$ cat config.mk
export PLATFORM = sky130hd
export DESIGN_NAME = dgf_ram
export DESIGN_NICKNAME = d
export VERILOG_FILES = /design/src/design/dgf_ram.sv
export SDC_FILE = /design/constraint.sdc
export NUM_CORES = 1
export LEC_CHECK = 0
export BUFFER_PORTS_ARGS = -buffer_cell sky130_fd_sc_hd__buf_4
export CAP_MARGIN = 20
export CORE_MARGIN = 3
export CORE_UTILIZATION = 30
export CTS_CLUSTER_DIAMETER = 100
export CTS_CLUSTER_SIZE = 8
export DETAILED_ROUTE_END_ITERATION = 16
export GPL_ROUTABILITY_DRIVEN = 0
export GPL_TIMING_DRIVEN = 0
export PLACE_DENSITY = 0.45
export SLEW_MARGIN = 20
export SYNTH_ARGS = -nofsm -noshare
export SYNTH_HDL_FRONTEND = slang
export SYNTH_SLANG_ARGS = --single-unit
$ cat constraint.sdc
create_clock -name aclk -period 9.15 [get_ports aclk]
set_clock_uncertainty 0.1 [all_clocks]
set_input_delay 2.2875 -clock aclk [delete_from_list [all_inputs] [get_ports aclk]]
set_output_delay 2.2875 -clock aclk [all_outputs]
set_load 0.005 [all_outputs]
$ cat src/design/dgf_ram.sv
// Generic single-write, single-read RAM with registered read data.
module dgf_ram #(
    parameter int WIDTH = 64,
    parameter int DEPTH = 8
) (
    input  logic                                   aclk,
    input  logic                                   we,
    input  logic [(DEPTH > 1 ? $clog2(DEPTH) : 1)-1:0] waddr,
    input  logic [WIDTH-1:0]                       wdata,
    input  logic [(DEPTH > 1 ? $clog2(DEPTH) : 1)-1:0] raddr,
    output logic [WIDTH-1:0]                       rdata
);

    logic [WIDTH-1:0] mem [DEPTH];

    always_ff @(posedge aclk) begin
        if (we) begin
            mem[waddr] <= wdata;
        end
        rdata <= mem[raddr];
    end

endmodule

==> metrics.md <==
| Metric | Value |
|---|---|
| Mapped Area | slightly above 20,000 sq um |
| Total of max-cap violations | 0 |
| Worst slew pin tran | 0.892 ns |
| CTS tree | built |
| Site Rows | 95 |
| RSZ-0062 raised after global routing | false |
| FF+latch count, synth | 576 |
| All-layer global routing usage | approximately an eighth |
| Routed len/inst | ~23 um |
| Via count of the first global-routing pass | ~9,900 |
| Initial Util | roughly 30% |
| Skew-Pair Late Insertion Delay | roughly 0.59 ns |
| Resized cells post-CTS | 0 |
| Area of the multi-input gates | 3720 sq um |
| Layout Area Growth over Synthesis | 25.2% |
| Antenna Nets Post-Route | 0 |
| Cell Pwr Density | 237 nW/um^2 |
| Crit share post-route | around two fifths |
| Mapped Cells | roughly 800 |
| Placed Area | roughly 23,000 sq um |
| Layout cell share with drive strength beyond 1 | 42.1% |
| Nets@finish | 1,145 |
| Initial antenna violation count | 5 |
| WP data required | approximately 9.5 ns |
| Finish-stage setup viols | 0 |
| Syn nets | roughly 890 |
| Fmax | around 270 MHz |
| Final hold violations | 0 |
| Crit path kind | in -> reg |
| Final TNS setup | 0 ns |
| CP Max Fanout | 10 |
| Commonest non-fill, non-tap cell in the layout | edfxtp_1 |
| Die area | about 72,000 sq um |
| Via count | between 9,000 and 10,000 |
| I/O pins | between 100 and 150 |
| TritonCTS Buffers | between 80 and 90 |
| Max-slew violations | 0 |
| CTS clk-pin slew, worst paths | approximately 0.05 ns |
| IO Port Bufs | around 130 |
| Hold WS | between 0.5 and 0.6 ns |
| Finished Layout Cells | ~2,000 |
| Critical path arrival | 4.10 ns |
| CTS Hold Bufs | 0 |
| Register Area | approximately 17,000 sq um |
| Slew HR | roughly two fifths |
| Peak VDD IR | 113 uV |
| WL final | about 46 mm |
| Layout fillers | 6,081 |
| Synth warn | 0 |
| Post-CTS setup buffer count | 0 |
| First-pass GRT wire length | a little under 70 mm |
| Chip Width | about 270 um |
| Root Buffer | clkbuf_16 |
| Syn Area/Cell | roughly 25 sq um |
| Post-synthesis cell type count | 13 |
| CP startpoint kind | primary input |
| Leak pwr | 8.48 nW |
| Outcome | complete, no violations |
| Hpwl dp | between 20 and 30 mm |
| Largest net degree at the start of global routing | 19 |
| Hold Path Class | reg -> reg |
| Critical path endpoint category | flop |
| Fin crit period | between 3 and 4 ns |
| Max clock buf depth | 3 |
| Core Area | 67,500 sq um |
| Detailed Routing Iterations Pass 1 | 4 |
| Die Y | 268 um |
| Commonest non-fill, non-tap cells in the layout | edfxtp_1 (512), buf_4 (152), mux4_2 (128) |
| # placed instances | approximately 1,900 |
| Clock Sinks | approximately 580 |
| CTS H-tree depth | 3 |
| Sequential fraction of the synthesis area | 81.1% |
| Final Instance Area | approximately 26,000 sq um |
| DRC Markers | 0 |
| Overflow after GRT | 0 |
| Vias/cell | 4.50 |
| Drt initial violations | ~430 |
## state kept, by name, summed over array words and instances, names as in the netlist
| name | flops |
|---|---|
| rdata | 64 |
| mem | 512 |
## cells by family (layout without fill, tap and decap cells)
family / after synthesis / count (layout) / share of synthesized area [%]
buffers and inverters: 35 / 354 / 1.11
AND/OR/NAND/NOR: 13 / 13 / 0.286
multiplexers: 192 / 192 / 17.5
other: 0 / 3 / 0
flip-flops: 576 / 576 / 81.1
## metal layers
metal	routed length (um)	GRT usage, %	share of wire, %
met2	22400	21.0	49
met3	2350	3.45	5.1
met4	743	4.02	1.6
met1	20100	17.3	44
met5	28	0	0.061
## metrics by stage
step           utilization, %  worst slack [ns]  total power, W
6_report                 38.1              5.40         0.00609
2_1_floorplan               -              1.67         0.00321
5_1_grt                  38.1              5.34         0.00634
3_5_place_dp             34.6              4.71         0.00339
4_1_cts                  38.1              5.34         0.00620
3_3_place_gp             33.5             -4.00         0.00338
## synthesized netlist by cell type
| cell | count | share of area, % |
|---|---|---|
| dfxtp_1 | 64 | 6.2 |
| buf_6 | 11 | 0.60 |
| mux4_2 | 128 | 14 |
| mux2_2 | 64 | 3.5 |
| buf_2 | 3 | 0.073 |
| clkbuf_1 | 9 | 0.16 |
| nand2b_1 | 3 | 0.091 |
| nor3_1 | 2 | 0.049 |
| nand2_1 | 2 | 0.037 |
| buf_4 | 3 | 0.11 |
| nor2_1 | 6 | 0.11 |
| edfxtp_1 | 512 | 75 |
| buf_1 | 9 | 0.16 |
## critical path, cell delays in order
cell and delay [ns]:
buf_1 0.64, clkbuf_1 0.67, mux2_2 0.46
## worst paths after layout
| kind | start | slack [ns] | endpoint | cells past startpoint |
|---|---|---|---|---|
| setup / recovery | raddr[1] | 5.40 | rdata[18] | 3 |
| hold / removal | mem[5][40] | 0.58 | rdata[40] | 2 |
| setup reg to reg | mem[7][22] | 7.77 | rdata[22] | 2 |
| hold reg to reg | mem[5][40] | 0.58 | rdata[40] | 2 |
## power breakdown
group / internal (W) / switching (W) / leakage [nW]
Sequential: 0.00298 / 0.0000289 / 5.19
Combinational: 0.000173 / 0.000153 / 2.16
Clock: 0.00172 / 0.00105 / 1.13
## layout make-up
class,count,share of cell area (%)
diodes,3,0.0292
plain buffers,35,0.890
clock buffers,143,9.12
clock inverters,2,0.0681
multi-input cells,205,14.5
flip-flops and latches,576,64.8
well taps,873,4.25
repair buffers,174,6.42
Power figures use the tool's default switching activity.
